<file path="src/sv/bba_pkg.sv">
`timescale 1ns / 1ps

package bba_pkg;

  localparam int NUM_BLOCKS = 64;
  localparam int IDX_W      = 6;
  localparam int CNT_W      = 7;
  localparam int BS_W       = 13;
  localparam int BYTES_W    = 16;
  localparam int DIV_W      = 17;
  localparam int CFG_IDX_W  = 1;

  localparam logic [CFG_IDX_W-1:0] CFG_TOTAL_BLOCKS = 1'd0;
  localparam logic [CFG_IDX_W-1:0] CFG_BLOCK_SIZE   = 1'd1;

  localparam logic CMD_ALLOC = 1'b0;
  localparam logic CMD_FREE  = 1'b1;

  localparam logic [1:0] ST_OK        = 2'd0;
  localparam logic [1:0] ST_NO_SPACE  = 2'd1;
  localparam logic [1:0] ST_BAD_INDEX = 2'd2;

  localparam logic [CNT_W-1:0] TOTAL_RESET = 7'd64;
  localparam logic [BS_W-1:0]  BS_RESET    = 13'd512;

  typedef struct packed {
    logic               cmd;
    logic [BYTES_W-1:0] byte_count;
    logic [IDX_W-1:0]   block_index;
  } bba_in_t;

  typedef struct packed {
    logic [1:0]       status;
    logic             block_valid;
    logic [IDX_W-1:0] block_number;
    logic             last;
    logic [CNT_W-1:0] free_blocks;
  } bba_out_t;

endpackage

</file>
<file path="src/sv/bba_ram.sv">
`timescale 1ns / 1ps

module bba_ram #(
  parameter int WIDTH = 1,
  parameter int DEPTH = 64
) (
  input  logic                     clk,
  input  logic                     we,
  input  logic [$clog2(DEPTH)-1:0] waddr,
  input  logic [WIDTH-1:0]         wdata,
  input  logic                     re,
  input  logic [$clog2(DEPTH)-1:0] raddr,
  output logic [WIDTH-1:0]         rdata
);

  logic [WIDTH-1:0] mem [DEPTH];

  always_ff @(posedge clk) begin
    if (we) begin
      mem[waddr] <= wdata;
    end
    if (re) begin
      rdata <= mem[raddr];
    end
  end

endmodule

</file>
<file path="src/sv/bba_div.sv">
`timescale 1ns / 1ps

module bba_div (
  input  logic                    clk,
  input  logic                    rst,
  input  logic                    start,
  input  logic [bba_pkg::DIV_W-1:0] dividend,
  input  logic [bba_pkg::BS_W-1:0]  divisor,
  output logic                    busy,
  output logic [bba_pkg::DIV_W-1:0] quotient
);
  import bba_pkg::*;

  localparam int STEP_W = $clog2(DIV_W + 1);
  localparam logic [STEP_W-1:0] LAST_STEP = STEP_W'(DIV_W - 1);

  logic [STEP_W-1:0] step;
  logic [BS_W-1:0]   rem;
  logic [BS_W-1:0]   dvs;
  logic [BS_W:0]     rem_sh;
  logic              q_bit;
  logic [BS_W:0]     rem_sub;

  assign rem_sh  = {rem, quotient[DIV_W-1]};
  assign q_bit   = rem_sh >= {1'b0, dvs};
  assign rem_sub = rem_sh - {1'b0, dvs};

  always_ff @(posedge clk) begin
    if (rst) begin
      busy <= 1'b0;
      step <= '0;
    end else if (start) begin
      busy <= 1'b1;
      step <= '0;
    end else if (busy) begin
      step <= step + 1'b1;
      if (step == LAST_STEP) begin
        busy <= 1'b0;
      end
    end
  end

  always_ff @(posedge clk) begin
    if (start) begin
      quotient <= dividend;
      rem      <= '0;
      dvs      <= divisor;
    end else if (busy) begin
      quotient <= {quotient[DIV_W-2:0], q_bit};
      rem      <= q_bit ? rem_sub[BS_W-1:0] : rem_sh[BS_W-1:0];
    end
  end

endmodule

</file>
<file path="src/sv/bitmap_block_allocator.sv">
`timescale 1ns / 1ps
// a count pass reads the first n entries of the used map (n = effective block count);
// an allocate also waits out the block-count divide before it leaves the count pass
// free: count pass, then a read and a write-back of the entry; a bad index, or an
// allocate that places nothing, goes straight from the count pass to the reply
// allocate: count pass, then a read and a check per map entry visited
// one transaction in flight at a time; reset (synchronous): map reads as all free,
// total_blocks 64, block_size 512

module bitmap_block_allocator (
  input  logic                          clk,
  input  logic                          rst,
  input  logic                          in_valid,
  output logic                          in_ready,
  input  bba_pkg::bba_in_t              in_data,
  output logic                          out_valid,
  input  logic                          out_ready,
  output bba_pkg::bba_out_t             out_data,
  input  logic                          cfg_we,
  input  logic [bba_pkg::CFG_IDX_W-1:0] cfg_index,
  input  logic [bba_pkg::BS_W-1:0]      cfg_data
);
  import bba_pkg::*;

  typedef enum logic [6:0] {
    S_IDLE    = 7'b0000001,
    S_COUNT   = 7'b0000010,
    S_FREE_RD = 7'b0000100,
    S_FREE_WB = 7'b0001000,
    S_AL_RD   = 7'b0010000,
    S_AL_CHK  = 7'b0100000,
    S_REPLY   = 7'b1000000
  } state_t;

  state_t state;

  logic [CNT_W-1:0]   total_blocks;
  logic [BS_W-1:0]    block_size;
  logic [CNT_W-1:0]   n_eff;
  logic [BS_W-1:0]    bs_eff;
  logic [DIV_W-1:0]   dividend;

  logic               cmd_q;
  logic [IDX_W-1:0]   idx_q;
  logic [CNT_W-1:0]   cnt_i;
  logic               cnt_pend;
  logic [CNT_W-1:0]   freec;
  logic [CNT_W-1:0]   after;
  logic [CNT_W-1:0]   rem_need;
  logic [1:0]         rep_status;

  logic               div_start;
  logic               div_busy;
  logic [DIV_W-1:0]   need;

  logic [NUM_BLOCKS-1:0] ent_vld;
  logic               vld_q;
  logic [0:0]         ram_q;
  logic               bit_used;
  logic               ram_we;
  logic [IDX_W-1:0]   ram_waddr;
  logic [0:0]         ram_wdata;
  logic               ram_re;
  logic [IDX_W-1:0]   ram_raddr;

  logic               out_free;
  logic               emit;
  bba_out_t           emit_data;
  logic               accept;
  logic               cnt_done;

  assign n_eff    = (total_blocks > CNT_W'(NUM_BLOCKS)) ? CNT_W'(NUM_BLOCKS) : total_blocks;
  assign bs_eff   = (block_size == '0) ? BS_W'(1) : block_size;
  assign dividend = DIV_W'(in_data.byte_count) + DIV_W'(bs_eff) - DIV_W'(1);

  assign in_ready  = (state == S_IDLE);
  assign accept    = in_valid && in_ready;
  assign div_start = accept;
  assign out_free  = !out_valid || out_ready;
  assign bit_used  = ram_q[0] & vld_q;
  assign cnt_done  = (cnt_i >= n_eff) && !cnt_pend;

  always_ff @(posedge clk) begin
    if (rst) begin
      total_blocks <= TOTAL_RESET;
      block_size   <= BS_RESET;
    end else if (cfg_we) begin
      unique case (cfg_index)
        CFG_TOTAL_BLOCKS: total_blocks <= cfg_data[CNT_W-1:0];
        CFG_BLOCK_SIZE:   block_size   <= cfg_data;
        default:          ;
      endcase
    end
  end

  bba_div u_div (
    .clk      (clk),
    .rst      (rst),
    .start    (div_start),
    .dividend (dividend),
    .divisor  (bs_eff),
    .busy     (div_busy),
    .quotient (need)
  );

  bba_ram #(
    .WIDTH (1),
    .DEPTH (NUM_BLOCKS)
  ) u_map (
    .clk   (clk),
    .we    (ram_we),
    .waddr (ram_waddr),
    .wdata (ram_wdata),
    .re    (ram_re),
    .raddr (ram_raddr),
    .rdata (ram_q)
  );

  // map port control
  always_comb begin
    ram_re    = 1'b0;
    ram_raddr = cnt_i[IDX_W-1:0];
    ram_we    = 1'b0;
    ram_waddr = cnt_i[IDX_W-1:0];
    ram_wdata = 1'b1;
    emit      = 1'b0;
    emit_data = '{status: ST_OK, block_valid: 1'b0, block_number: '0,
                  last: 1'b1, free_blocks: freec};
    unique case (state)
      S_COUNT: begin
        ram_re = cnt_i < n_eff;
      end
      S_FREE_RD: begin
        ram_re    = 1'b1;
        ram_raddr = idx_q;
      end
      S_FREE_WB: begin
        if (out_free) begin
          ram_we    = 1'b1;
          ram_waddr = idx_q;
          ram_wdata = 1'b0;
          emit      = 1'b1;
          emit_data.free_blocks = freec + CNT_W'(bit_used);
        end
      end
      S_AL_RD: begin
        ram_re = 1'b1;
      end
      S_AL_CHK: begin
        if (!bit_used && out_free) begin
          ram_we = 1'b1;
          emit   = 1'b1;
          emit_data = '{status: ST_OK, block_valid: 1'b1, block_number: cnt_i[IDX_W-1:0],
                        last: rem_need == CNT_W'(1), free_blocks: after};
        end
      end
      S_REPLY: begin
        if (out_free) begin
          emit = 1'b1;
          emit_data.status = rep_status;
        end
      end
      default: ;
    endcase
  end

  always_ff @(posedge clk) begin
    if (rst) begin
      ent_vld <= '0;
    end else if (ram_we) begin
      ent_vld[ram_waddr] <= 1'b1;
    end
  end

  always_ff @(posedge clk) begin
    if (ram_re) begin
      vld_q <= ent_vld[ram_raddr];
    end
  end

  always_ff @(posedge clk) begin
    if (rst) begin
      state    <= S_IDLE;
      cnt_i    <= '0;
      cnt_pend <= 1'b0;
      freec    <= '0;
    end else begin
      unique case (state)
        S_IDLE: begin
          if (accept) begin
            cmd_q    <= in_data.cmd;
            idx_q    <= in_data.block_index;
            cnt_i    <= '0;
            cnt_pend <= 1'b0;
            freec    <= '0;
            state    <= S_COUNT;
          end
        end
        S_COUNT: begin
          if (cnt_i < n_eff) begin
            cnt_i    <= cnt_i + 1'b1;
            cnt_pend <= 1'b1;
          end else begin
            cnt_pend <= 1'b0;
          end
          if (cnt_pend && !bit_used) begin
            freec <= freec + 1'b1;
          end
          if (cnt_done && (cmd_q == CMD_FREE || !div_busy)) begin
            cnt_i <= '0;
            if (cmd_q == CMD_FREE) begin
              if (CNT_W'(idx_q) >= n_eff) begin
                rep_status <= ST_BAD_INDEX;
                state      <= S_REPLY;
              end else begin
                state <= S_FREE_RD;
              end
            end else if (need == '0) begin
              rep_status <= ST_OK;
              state      <= S_REPLY;
            end else if (need > DIV_W'(freec)) begin
              rep_status <= ST_NO_SPACE;
              state      <= S_REPLY;
            end else begin
              rem_need <= need[CNT_W-1:0];
              after    <= freec - need[CNT_W-1:0];
              state    <= S_AL_RD;
            end
          end
        end
        S_FREE_RD: begin
          state <= S_FREE_WB;
        end
        S_FREE_WB: begin
          if (out_free) begin
            state <= S_IDLE;
          end
        end
        S_AL_RD: begin
          state <= S_AL_CHK;
        end
        S_AL_CHK: begin
          if (bit_used) begin
            cnt_i <= cnt_i + 1'b1;
            state <= S_AL_RD;
          end else if (out_free) begin
            cnt_i    <= cnt_i + 1'b1;
            rem_need <= rem_need - 1'b1;
            state    <= (rem_need == CNT_W'(1)) ? S_IDLE : S_AL_RD;
          end
        end
        S_REPLY: begin
          if (out_free) begin
            state <= S_IDLE;
          end
        end
        default: state <= S_IDLE;
      endcase
    end
  end

  // output register
  always_ff @(posedge clk) begin
    if (rst) begin
      out_valid <= 1'b0;
    end else if (emit) begin
      out_valid <= 1'b1;
    end else if (out_ready) begin
      out_valid <= 1'b0;
    end
  end

  always_ff @(posedge clk) begin
    if (emit) begin
      out_data <= emit_data;
    end
  end

endmodule
</file>
<file path="config.mk">
export PLATFORM = sky130hd
export DESIGN_NAME = bitmap_block_allocator
export DESIGN_NICKNAME = d
export VERILOG_FILES = /design/src/sv/bba_pkg.sv /design/src/sv/bba_ram.sv /design/src/sv/bba_div.sv /design/src/sv/bitmap_block_allocator.sv
export SDC_FILE = /design/constraint.sdc
export NUM_CORES = 1
export LEC_CHECK = 0
export BUFFER_PORTS_ARGS = -buffer_cell sky130_fd_sc_hd__buf_2
export CORE_MARGIN = 10
export CORE_UTILIZATION = 50
export CTS_CLUSTER_DIAMETER = 50
export DETAILED_ROUTE_END_ITERATION = 7
export MAX_ROUTING_LAYER = met4
export PLACE_DENSITY = 0.78
export SLEW_MARGIN = 20
export SYNTH_ARGS = -nofsm -noshare
export SYNTH_HDL_FRONTEND = slang
export SYNTH_SLANG_ARGS = --single-unit
</file>
<file path="constraint.sdc">
create_clock -name clk -period 3.1 [get_ports clk]
set_input_delay 0 -clock clk [delete_from_list [all_inputs] [get_ports clk]]
set_output_delay 0 -clock clk [all_outputs]
set_load 0.05 [all_outputs]
</file>
After elaboration in Yosys (flattened, before gate mapping) --
Memory sizes are Yosys's and may differ from the RTL's. A register that Yosys moved wholly into a read port is not among the register bits. Index checks and enable logic that the tools add are counted.
Cells by class: add/sub/neg operators 9, multipliers 0, div/mod/pow operators 0, magnitude comparators 9, equality and inequality tests 21, shift operators 0, multiplexer cells 64, bitwise gates (word level) 7, reductions and logical operators 34
Operator list (count):
- $mux W7 | 23
- $or A64 B64 Y64 | 1
- $pmux W7 S2 | 3
- $pmux W7 S6 | 1
- $mux W17 | 2
- $mux W13 | 2
- $pmux W7 S3 | 1
- $mux W6 | 3
- $add A16 B13 Y17 | 1
- $gt A17 B7 Y1 | 1
- $logic_not A17 Y1 | 1
- $sub A17 B1 Y17 const B | 1
- $mux W1 | 15
- $mux W15 | 1
- $add A7 B1 Y7 const B | 2
- $eq A7 B1 Y1 const B | 2
- $ge A14 B13 Y1 | 1
- $lt A6 B7 Y1 const B | 2
- $ne A2 B2 Y1 const B | 7
- $logic_not A13 Y1 | 1
- $sub A13 B13 Y13 | 1
- $mux W2 | 5
- $pmux W1 S2 | 4
- $reduce_and A2 Y1 | 4
- 35 further kinds | 59
Word-level totals: flip-flop bits (word level) 197, latch bits 0, bits in writable memories 64, memory bits (read-only) 0, input port bits 42, memories kept 1
Memory list:
- u_map.mem | depth 64, bits a word 1, read ports 1, clocked after memory_dff 1, write ports 1, RTL line bba_ram.sv:16 | logic [WIDTH-1:0] mem [DEPTH];

Longest topological paths before layout --
Gate-level depths: netlist of run 1.
depth after elaboration 9, depth in mapped cells 15, depth with buffers taken out 15

Modules after synthesis --
From an unflattened synthesis of run 1, not the netlist that was laid out.
Unflattened totals: cell total of the unflattened synthesis 1441, area, all modules 13989.7 um2
Modules (own cells, without submodules):
- bitmap_block_allocator | times used 1, cells each 990, area each 8331.7 um2, sequential area each 3373.2 um2
- bba_ram | times used 1, cells each 205, area each 2946.6 um2, sequential area each 1951.9 um2
- bba_div | times used 1, cells each 246, area each 2711.4 um2, sequential area each 1281.2 um2

Worst setup path before layout of run 1 --
Ideal clock, no wire load.
path kind reg-to-reg, start reg out_valid, end mem u_map.mem[51] (enable), data arrival time 2751 ps, data required time 2786 ps, path slack 34 ps, cell stages (with the launch flop) 10, cell sequence dfxtp_1 nor2b_1 clkbuf_1 nor2_2 inv_2 buf_2 a31oi_1 or3_1 clkbuf_1 nor3_1
Between the ends: cells in the longest elaborated chain, start to end 7
RTL lines:
- start: declaration | RTL line bitmap_block_allocator.sv:16 | output logic out_valid,
- start signal: assignment | RTL line bitmap_block_allocator.sv:265 | out_valid <= 1'b0;
- start signal: assignment | RTL line bitmap_block_allocator.sv:267 | out_valid <= 1'b1;
- start signal: assignment | RTL line bitmap_block_allocator.sv:269 | out_valid <= 1'b0;
- $logic_not A1 Y1 * | RTL line bitmap_block_allocator.sv:79 | assign out_free = !out_valid || out_ready;
- $logic_or A1 B1 Y1 * | RTL line bitmap_block_allocator.sv:79
- $logic_and A1 B1 Y1 | RTL line bitmap_block_allocator.sv:150 | if (!bit_used && out_free) begin
- $mux W1 | RTL line bitmap_block_allocator.sv:150
- $pmux W1 S2 | RTL line bitmap_block_allocator.sv:129 | unique case (state)
- $mux W1 | RTL line bba_ram.sv:19 | if (we) begin
- $mux W1 (not written as such) | RTL line bba_ram.sv:20 | mem[waddr] <= wdata;
- end: declaration | RTL line bba_ram.sv:16
Mark *: on every way between the ends. The rest lies on a longest branch, timed or not.

Worst setup path in the final report of run 1 --
start reg block_size[8], end reg u_div.quotient[11] in the netlist's numbering (data pin)
Between the ends: cells in the longest elaborated chain, start to end 5
RTL lines:
- start: declaration | RTL line bitmap_block_allocator.sv:38 | logic [BS_W-1:0] block_size;
- start signal: assignment | RTL line bitmap_block_allocator.sv:90 | CFG_BLOCK_SIZE: block_size <= cfg_data;
- $logic_not A13 Y1 | RTL line bitmap_block_allocator.sv:73 | assign bs_eff = (block_size == '0) ? BS_W'(1) : block_size;
- $mux W13 * | RTL line bitmap_block_allocator.sv:73
- $add A16 B13 Y17 * | RTL line bitmap_block_allocator.sv:74 | assign dividend = DIV_W'(in_data.byte_count) + DIV_W'(bs_eff) - DIV_W'(1);
- $sub A17 B1 Y17 * | RTL line bitmap_block_allocator.sv:74
- $mux W17 * | RTL line bba_div.sv:44 | if (start) begin
- end signal: assignment | RTL line bba_div.sv:45 | quotient <= dividend;
- end signal: assignment | RTL line bba_div.sv:49 | quotient <= {quotient[DIV_W-2:0], q_bit};
- end: declaration | RTL line bba_div.sv:10 | output logic [bba_pkg::DIV_W-1:0] quotient
Marks and branches as above. A chain may end at the register's enable or synchronous reset.

==> results of run 1 <==
-- power by group through the flow --
stage	Sequential, mW	Combinational (mW)	Clock, mW
after floorplan	4.19	2.12	0
after global placement	4.24	2.74	0
after detailed placement	4.25	2.80	0
after CTS	4.18	2.88	3.82
after global routing	4.22	3.28	3.96
final	4.19	2.92	3.79
-- stage by stage --
stage / hold slack, ps / total power, mW / std cells / setup TNS (ps) / instance area (µm²)
after global placement: 181.3 / 6.975 / 1860 / 0 / 14630
after global routing: 90.82 / 11.46 / 1954 / -198.6 / 16200
after floorplan: 98.87 / 6.312 / 1478 / 0 / 13750
after detailed placement: 189.3 / 7.055 / 1860 / -91.32 / 14630
after CTS: 18.36 / 10.88 / 1950 / -0.4183 / 16070
final: 53.37 / 10.90 / 1954 / 0 / 16200
-- layer usage --
layer / vias up / GRT usage, % / part of all wire [%]
met5: - / - / 0
li1: 5420 / - / -
met1: 5355 / 23.83 / 41
met4: 0 / 7.804 / 3.2
met3: 95 / 3.081 / 6.8
met2: 431 / 33.53 / 49
-- logic make-up (layout without fill, tap and decap cells) --
| family | count (synthesis) | count (layout) | synth area share (%) |
|---|---|---|---|
| simple gates | 559 | 559 | 18.58 |
| compound gates | 314 | 314 | 15.32 |
| flops | 262 | 262 | 48.06 |
| buf+inv | 186 | 321 | 5.425 |
| fa+ha+maj | 78 | 78 | 7.263 |
| xor+xnor | 45 | 45 | 2.867 |
| mux | 34 | 34 | 2.494 |
-- worst max-delay path by stage --
stage | startpoint | endpoint | slack, ps | depth (start not counted)
CTS | block_size[7] | u_div.quotient[15] | -0.4 | 15
floorplan | out_valid | u_map.mem[51] | 30 | 9
finish | block_size[8] | u_div.quotient[11] | 100 | 16
global route | block_size[8] | u_div.quotient[11] | -100 | 16
global placement | block_size[1] | u_div.quotient[15] | 60 | 15
detailed placement | block_size[3] | u_div.quotient[15] | -60 | 15
-- critical path, delay by kind of cell (launching register included) --
| kind | cells | cell delay [ps] |
|---|---|---|
| compound gates | 7 | 890 |
| xor+xnor | 1 | 140 |
| buf+inv | 3 | 250 |
| flops | 1 | 330 |
| simple gates | 2 | 460 |
| fa+ha+maj | 3 | 670 |
-- repair_timing --
action,in CTS,in global routing
setup buffers,7,4
hold buffers,25,0
setup endpoints to repair,3,5
resized for setup,16,21
hold endpoints to repair,34,0
pin swaps,10,14
-- state kept, by name, summed over array words and instances (netlist names), 6 cells and up --
name            count
total_blocks        7
ent_vld            64
u_map.mem          64
u_div.dvs          13
rem_need            7
cnt_i               7
block_size         13
after               7
u_div.quotient     17
freec               7
out_data           17
idx_q               6
state               7
u_div.rem          13
-- placed cells by master, fill, tap and decap left out, types with 15 or more instances in the layout --
| cell | n |
|---|---|
| a31oi_1 | 19 |
| clkbuf_16 | 33 |
| buf_2 | 60 |
| dfxtp_1 | 117 |
| o21ba_1 | 46 |
| edfxtp_1 | 136 |
| xor2_1 | 23 |
| nand4_1 | 20 |
| o21ai_0 | 46 |
| xnor2_1 | 22 |
| nor3_1 | 43 |
| ha_1 | 72 |
| nand2_1 | 197 |
| a21oi_1 | 102 |
| mux2i_1 | 32 |
| a21o_1 | 21 |
| nand3_1 | 36 |
| nand2b_1 | 15 |
| buf_4 | 69 |
| dlygate4sd3_1 | 25 |
| inv_1 | 98 |
| nor2_1 | 164 |
-- area by class of cell --
cell class | instances | area share (%)
clock inverter | 13 | 1.058
inverter | 106 | 2.464
sequential | 262 | 40.87
clock buffer | 45 | 5.686
multi-input combinational | 1030 | 40.32
timing repair buffer | 157 | 6.968
tap | 341 | 2.634
==> results.md, run 1 <==
* Outcome: completed
* Vias in the first global route at 11184
* First-pass GRT wire length at 55080 µm
* Tcrit/Tclk final at 96.74%
* Reg area at 6620 µm²
* Clock Skew at 18.32 ps
* Worst Setup Start Kind: register
* Setup ws final at 101.1 ps
* TritonCTS clock tree: done
* Clk pwr share at 34.7%
* Gate power share at 26.8%
* Core Area at 27030 µm²
* Primary FF master, synth: edfxtp_1
* Worst reg2reg path endpoint: u_div.quotient[11]
* Worst slew pin tran at 1001 ps
* Clock sinks at 262
* Num CTS Buffers at 31
* Site Rows at 60
* Register-to-Register Path Depth at 16
* Number of DRC markers in iteration 0 at 974
* EDFF count, synth at 136
* Max Clock Freq at 0.3335 GHz
* DRT antenna net count at 0
* Largest stage delay, worst path at 340 ps
* HP Class: input port to register
* Crit path cell chain: nor4_4, a31oi_2, ha_2, inv_2, ha_4, inv_2, fa_2, nor2b_2, o21ai_2, a21oi_2, o41a_1, buf_4, a21o_1, a21oi_2, xor2_1, o21ai_1
* Synth top area cells: edfxtp_1 (30%), dfxtp_1 (18%), ha_1 (6.8%), nand2_1 (5.4%), nor2_1 (4.5%)
* Largest net degree at the start of global routing at 53
* Worst-case clock buffer depth at 3
* Fill cells at 2187
* Pre-CTS WS at -61.15 ps
* Avg WL per Cell at 17.59 µm
* TritonRoute pass-1 iters at 6
* Final Wtd Congestion at 0.8982
* Seq/Total Area, Yosys at 48.06%
* Area grow syn2layout at 17.82%
* Worst r2r src: block_size[8]
* Ratio of cells with drive above 1 in the final layout at 14.57%
* Worst-path cell with the longest stage delay: fa_2
* Die outline width at 185.8 µm
* Critical Path AT at 3300 ps
* Sw Share at 30.95%
* Initial antenna violation count at 0
* WL final at 34370 µm
* Tot GR Track Use at 20.01%
* Count leader, synth: nand2_1
* Yosys top cell area share at 29.71%
* Hold path startpoint: cfg_we
* Synth warn at 0
* Inserted Diodes at 0
* Pint at 7.525 mW
* DIE AREA at 34530 µm²
* FFs w/ async S/R, synth at 0%
* Multi-input gate area at 6530 µm²
* Hold endpoint: block_size[3]
* CP max FO at 4
* Setup violators final at 0
* P per Cell Area at 672.8 nW/µm²
* Initial core utilization at 50.87%
* Die Ht at 185.8 µm
* GRT overflow at 0
* Period minus WS final at 2999 ps
* Vias at 11301
* Worst vdd ir at 525.9 µV
* Hold path depth at 4
* Synthesized area per cell at 9.301 µm²
* Sequential share of power at 38.4%
* Mapped Area at 13750 µm²
* HPWL after detailed placement at 23480 µm
* Syn nets at 1598
* Yosys cell types at 75
* Leakage dissipation at 6.757 nW
* Remaining DRCs at 0
* CTS Root Cell: clkbuf_16
* Reg2Reg Setup Slack at 100 ps
* Max-cap viol count at 0
* Unrepaired setup endpoints after global routing: true
* Final Slew Violations at 0
* Synth Register Bits at 262
* Worst endpoint required time at 3400 ps
* CP Class: register to register
* IO Count at 61
* Crit. End Element: register
* Clk_lat worst skew at 560 ps
* Final hold violations at 0
* Fin util at 59.93%
* Slew HR at 33.28%
* Final #Nets at 1708
* Commonest cells post-synth: nand2_1 (197), nor2_1 (165), edfxtp_1 (136)
* Leading area contributor after synthesis: edfxtp_1
* Psw at 3.372 mW
* Worst-path clk slew at 60 ps
* Via density at 5.784
* Port Buf Inserts at 60
* Syn Inst Count at 1478
* H-tree depth at 1
(Power assumes the default switching activity.)
==> inputs of run 2 (changes only) <==
--- a/config.mk
+++ b/config.mk
@@ -6,6 +6,7 @@
 export NUM_CORES = 1
 export LEC_CHECK = 0
 export BUFFER_PORTS_ARGS = -buffer_cell sky130_fd_sc_hd__buf_2
+export CORE_ASPECT_RATIO = 0.6
 export CORE_MARGIN = 10
 export CORE_UTILIZATION = 50
 export CTS_CLUSTER_DIAMETER = 50
==> constraint.sdc (replaced) <==
create_clock -name clk -period 3.1 [get_ports clk]
set_input_delay 0.31 -clock clk [delete_from_list [all_inputs] [get_ports clk]]
set_output_delay 0.31 -clock clk [all_outputs]
set_load 0.05 [all_outputs]
==> run 2 against run 1 <==
- clock skew fell by 5.6 ps
- power fell by 3.9%
- utilization fell by 0.74 points
- cell count fell by 0.31%
- critical path depth fell by 6
- clock-buffer cell count fell by 10
- first-iteration DRC count rose by 47%
- largest power group unchanged
- highest routed layer unchanged
==> results.md, run 2 (same netlist as run 1, synthesis figures left out) <==
* TritonRoute pass-1 iters at 6
* Setup ws final at 107.3 ps
* Pre-CTS WS at -134.8 ps
* Worst slew pin tran at 1180 ps
* Worst-case clock buffer depth at 3
* Largest stage delay, worst path at 530 ps
* Worst-path clk slew at 70 ps
* TritonCTS clock tree: done
* CP max FO at 21
* Clk_lat worst skew at 540 ps
* Vias in the first global route at 10577
* Commonest non-fill, non-tap cell in the layout: nand2_1
* HPWL after detailed placement at 26840 µm
* Vias at 11411
* Slew HR at 21.04%
* Clock Skew at 12.72 ps
* Die outline width at 234.1 µm
* CTS Root Cell: clkbuf_16
* Final Slew Violations at 0
* Num CTS Buffers at 25
* Worst vdd ir at 325.3 µV
* Number of DRC markers in iteration 0 at 1430
* Site Rows at 46
* Worst-path cell with the longest stage delay: or4b_4
* Period minus WS final at 2993 ps
* Avg WL per Cell at 19.19 µm
* Via density at 5.858
* Tcrit/Tclk final at 96.54%
* Critical Path AT at 3290 ps
* CP Class: register to register
* Area grow syn2layout at 15.24%
* Reg2Reg Setup Slack at 110 ps
* Largest registers: ent_vld x64, u_map.mem x64
* IO Count at 61
* Remaining DRCs at 0
* Final #Nets at 1689
* Die Ht at 148.4 µm
* Initial antenna violation count at 1
* Setup violators final at 0
* Most frequent cells in the layout: nand2_1 (197), nor2_1 (165), edfxtp_1 (136)
* Port Buf Inserts at 60
* Core Area at 26760 µm²
* Fill cells at 2242
* Ratio of cells with drive above 1 in the final layout at 14.30%
* Final hold violations at 0
* Unrepaired setup endpoints after global routing: true
* GRT overflow at 0
* Fin util at 59.19%
* Max Clock Freq at 0.3341 GHz
* DRT antenna net count at 0
* Crit. End Element: register
* Crit path cell chain: or4b_4, or2_0, buf_4, a21oi_4, buf_12, mux2i_1, o221ai_1, nor3_1, a221oi_1, a31o_1
* Clock sinks at 262
* WL final at 37370 µm
* H-tree depth at 1
* First-pass GRT wire length at 58020 µm
* Initial core utilization at 51.37%
* HP Class: input port to register
* Worst endpoint required time at 3390 ps
* P per Cell Area at 660.7 nW/µm²
* Outcome: completed
* Final Wtd Congestion at 0.9370
* Tot GR Track Use at 21.39%
* Leakage dissipation at 6.585 nW
* Largest net degree at the start of global routing at 42
* Worst Setup Start Kind: register
* DIE AREA at 34740 µm²
* Max-cap viol count at 0
run 2: critical path, delay by kind of cell (launching register included):
family / cells / cell delay, ps
AO/OA/AOI/OAI: 4 / 630
buffers and inverters: 2 / 390
flip-flops: 1 / 420
multiplexers: 1 / 270
AND/OR/NAND/NOR: 3 / 1030
run 2: final timing paths:
check | start | end | cells past startpoint
min | cfg_data[7] | block_size[7] | 3
max reg2reg | state[2] | u_map.rdata | 10
min reg2reg | ent_vld[63] | ent_vld[63] | 1
max | state[2] | u_map.rdata | 10
run 2: routing by layer:
metal	global-route usage (%)	up-vias	wire length, µm
met2	26.76	576	14310
met4	4.401	0	625
met3	6.953	67	4683
met1	32.22	5418	17750
li1	-	5350	-
met5	-	-	0
run 2: cell type report:
type	count	area, µm²	area share [%]
antenna	1	2.502	0.01580
clock buffer	35	713.2	4.502
clock inverter	10	112.6	0.7108
inverter	106	399.1	2.520
multi-input combinational	1030	6543	41.30
sequential	262	6623	41.81
tap	360	450.4	2.843
timing repair buffer	144	998.5	6.303
run 2: repair_timing:
action | CTS | global route
cloned | 0 | 1
setup endpoints to repair | 4 | 128
hold buffers | 10 | 0
endpoints found under the hold margin | 10 | 0
setup buffers | 2 | 3
gates resized for setup | 22 | 24
pin swaps | 9 | 19
run 2: metrics by stage:
step / instances / hold WS (ps) / cell area (µm²) / setup TNS (ps) / power, mW
floorplan: 1478 / 408.9 / 13750 / 0 / 6.312
global placement: 1887 / 449.2 / 14700 / -39.84 / 7.077
detailed placement: 1887 / 461.2 / 14700 / -454.0 / 7.170
CTS: 1943 / 10.44 / 15710 / 0 / 10.32
global route: 1948 / 24.51 / 15840 / -51.30 / 10.99
finish: 1948 / 24.26 / 15840 / 0 / 10.47
run 2: where the power goes:
| group | switching, mW | internal, mW |
|---|---|---|
| clock network | 1.35 | 1.78 |
| logic | 1.88 | 1.27 |
| registers | 0.216 | 3.97 |
| total | 3.44 | 7.02 |
==> inputs of run 3 (changes only) <==
--- a/config.mk
+++ b/config.mk
@@ -5,14 +5,14 @@
 export SDC_FILE = /design/constraint.sdc
 export NUM_CORES = 1
 export LEC_CHECK = 0
-export BUFFER_PORTS_ARGS = -buffer_cell sky130_fd_sc_hd__buf_2
 export CORE_ASPECT_RATIO = 0.6
 export CORE_MARGIN = 10
 export CORE_UTILIZATION = 50
 export CTS_CLUSTER_DIAMETER = 50
 export DETAILED_ROUTE_END_ITERATION = 7
+export DONT_BUFFER_PORTS = 1
 export MAX_ROUTING_LAYER = met4
-export PLACE_DENSITY = 0.78
+export PLACE_DENSITY = 0.76
 export SLEW_MARGIN = 20
 export SYNTH_ARGS = -nofsm -noshare
 export SYNTH_HDL_FRONTEND = slang
==> run 3 against run 2 <==
- sequential share of layout area is 0.30 points higher
- first-iteration DRC count is 1.7% lower
- highest routed layer unchanged
- global-route usage is 0.20 points lower
- register-to-register slack worse by 40 ps
==> results.md, run 3 (same netlist as run 1, synthesis figures left out) <==
* Final Slew Violations at 0
* Leakage dissipation at 6.423 nW
* HPWL after detailed placement at 26230 µm
* DIE AREA at 34740 µm²
* Die outline width at 234.1 µm
* Worst vdd ir at 396.8 µV
* Clk pwr share at 30.3%
* CP max FO at 4
* Vias in the first global route at 10299
* Crit. End Element: register
* Final hold violations at 0
* Largest net degree at the start of global routing at 98
* Area grow syn2layout at 14.38%
* Max Clock Freq at 0.3299 GHz
* Initial antenna violation count at 3
* GRT overflow at 0
* Tcrit/Tclk final at 97.77%
* Clock sinks at 262
* Slew HR at 46.91%
* P per Cell Area at 660.4 nW/µm²
* Final non-filler cell total at 1904
* H-tree depth at 1
* Worst Setup Start Kind: register
* WL final at 37230 µm
* Pre-CTS WS at -117.5 ps
* Num CTS Buffers at 25
* CTS Root Cell: clkbuf_16
* Avg WL per Cell at 19.55 µm
* CP Class: register to register
* HP Class: input port to register
* TritonRoute pass-1 iters at 5
* Period minus WS final at 3031 ps
* Sw Share at 32.77%
* Max-cap viol count at 0
* Clk_lat worst skew at 540 ps
* Die Ht at 148.4 µm
* Largest registers: ent_vld x64, u_map.mem x64
* Critical Path AT at 3300 ps
* Worst endpoint required time at 3370 ps
* First-pass GRT wire length at 57460 µm
* Core Area at 26760 µm²
* Final setup TNS at 0 ps
* Initial core utilization at 51.37%
* Final #Nets at 1643
* DRT antenna net count at 0
* Vias at 11186
* Clock Skew at 16.25 ps
* Number of DRC markers in iteration 0 at 1405
* Most frequent cells in the layout: nand2_1 (197), nor2_1 (164), edfxtp_1 (136)
* Ratio of cells with drive above 1 in the final layout at 11.16%
* Port Buf Inserts at 0
* Worst hold slack at 51.59 ps
* Placed cells at 1828
* Site Rows at 46
* Unrepaired setup endpoints after global routing: true
* Worst-path clk slew at 70 ps
* Worst-case clock buffer depth at 3
* IO Count at 61
* Psw at 3.403 mW
* Outcome: completed
* Gate power share at 29.1%
* Final Wtd Congestion at 0.9435
* Setup ws final at 69.16 ps
* Remaining DRCs at 0
* Commonest non-fill, non-tap cell in the layout: nand2_1
* Sequential share of power at 40.6%
* Tot GR Track Use at 21.19%
* Setup violators final at 0
* TritonCTS clock tree: done
* Pint at 6.982 mW
* Fill cells at 2204
* Via density at 5.875
* Worst slew pin tran at 796.4 ps
run 3: changes by cell type in the layout (fill, tap and decap cells not counted), sizes merged:
cell / change
buf: -56
dlygate4sd3: +11
clkinvlp: +2
diode: +2
inv: -2
clkbuf: -1
run 3: power groups by stage:
stage	Combinational [mW]	Sequential [mW]	Clock, mW
2_1_floorplan	2.12	4.19	0
4_1_cts	2.92	4.20	3.17
6_report	3.02	4.21	3.15
5_1_grt	3.35	4.24	3.31
3_5_place_dp	2.84	4.27	0
3_3_place_gp	2.76	4.26	0
run 3: routing by layer:
layer	routed length, µm	global-route usage [%]
met5	0	-
met4	618	4.401
met3	4067	4.958
met2	14700	27.24
met1	17840	32.46
run 3: worst paths after layout:
| kind | cells past startpoint | endpoint | slack [ps] | startpoint |
|---|---|---|---|---|
| setup / recovery | 15 | u_div.quotient[15] | 70 | block_size[11] |
| hold / removal | 2 | out_valid | 50 | out_ready |
| hold reg to reg | 1 | ent_vld[7] | 470 | ent_vld[7] |
| setup reg to reg | 15 | u_div.quotient[15] | 70 | block_size[11] |
run 3: layout make-up:
cell class	instances	area [µm²]	share of cell area (%)
Antenna cell	3	7.507	0.04774
Clock buffer	35	714.4	4.544
Clock inverter	10	115.1	0.7321
Inverter	106	399.1	2.538
Multi-Input combinational cell	1030	6559	41.71
Sequential cell	262	6620	42.10
Tap cell	360	450.4	2.865
Timing Repair Buffer	98	858.3	5.459
run 3: timing repair:
action / CTS / global route
gates cloned: 0 / 0
hold endpoints to repair: 104 / 0
resized for setup: 8 / 31
pin swaps: 6 / 15
hold buffers: 22 / 0
buffers inserted: 2 / 4
setup endpoints to repair: 3 / 68
run 3: metrics by stage:
step | power, mW | utilization, % | instance area, µm²
floorplan | 6.312 | - | 13750
global placement | 7.013 | 53.94 | 14440
detailed placement | 7.107 | 53.94 | 14440
CTS | 10.28 | 58.05 | 15540
global route | 10.90 | 58.75 | 15720
finish | 10.38 | 58.75 | 15720
run 3: worst max-delay path, stage by stage, from the launching register on:
cell and delay [ps]:
dfxtp_2 340, nor4_4 350, a31oi_2 150, ha_2 200, inv_2 60, ha_4 140, inv_2 40, fa_2 350
nor2b_2 150, o21ai_2 80, a21oi_2 160, o41a_1 240, a211o_1 170, a31oi_2 90, xor2_1 150, o21ai_0 80
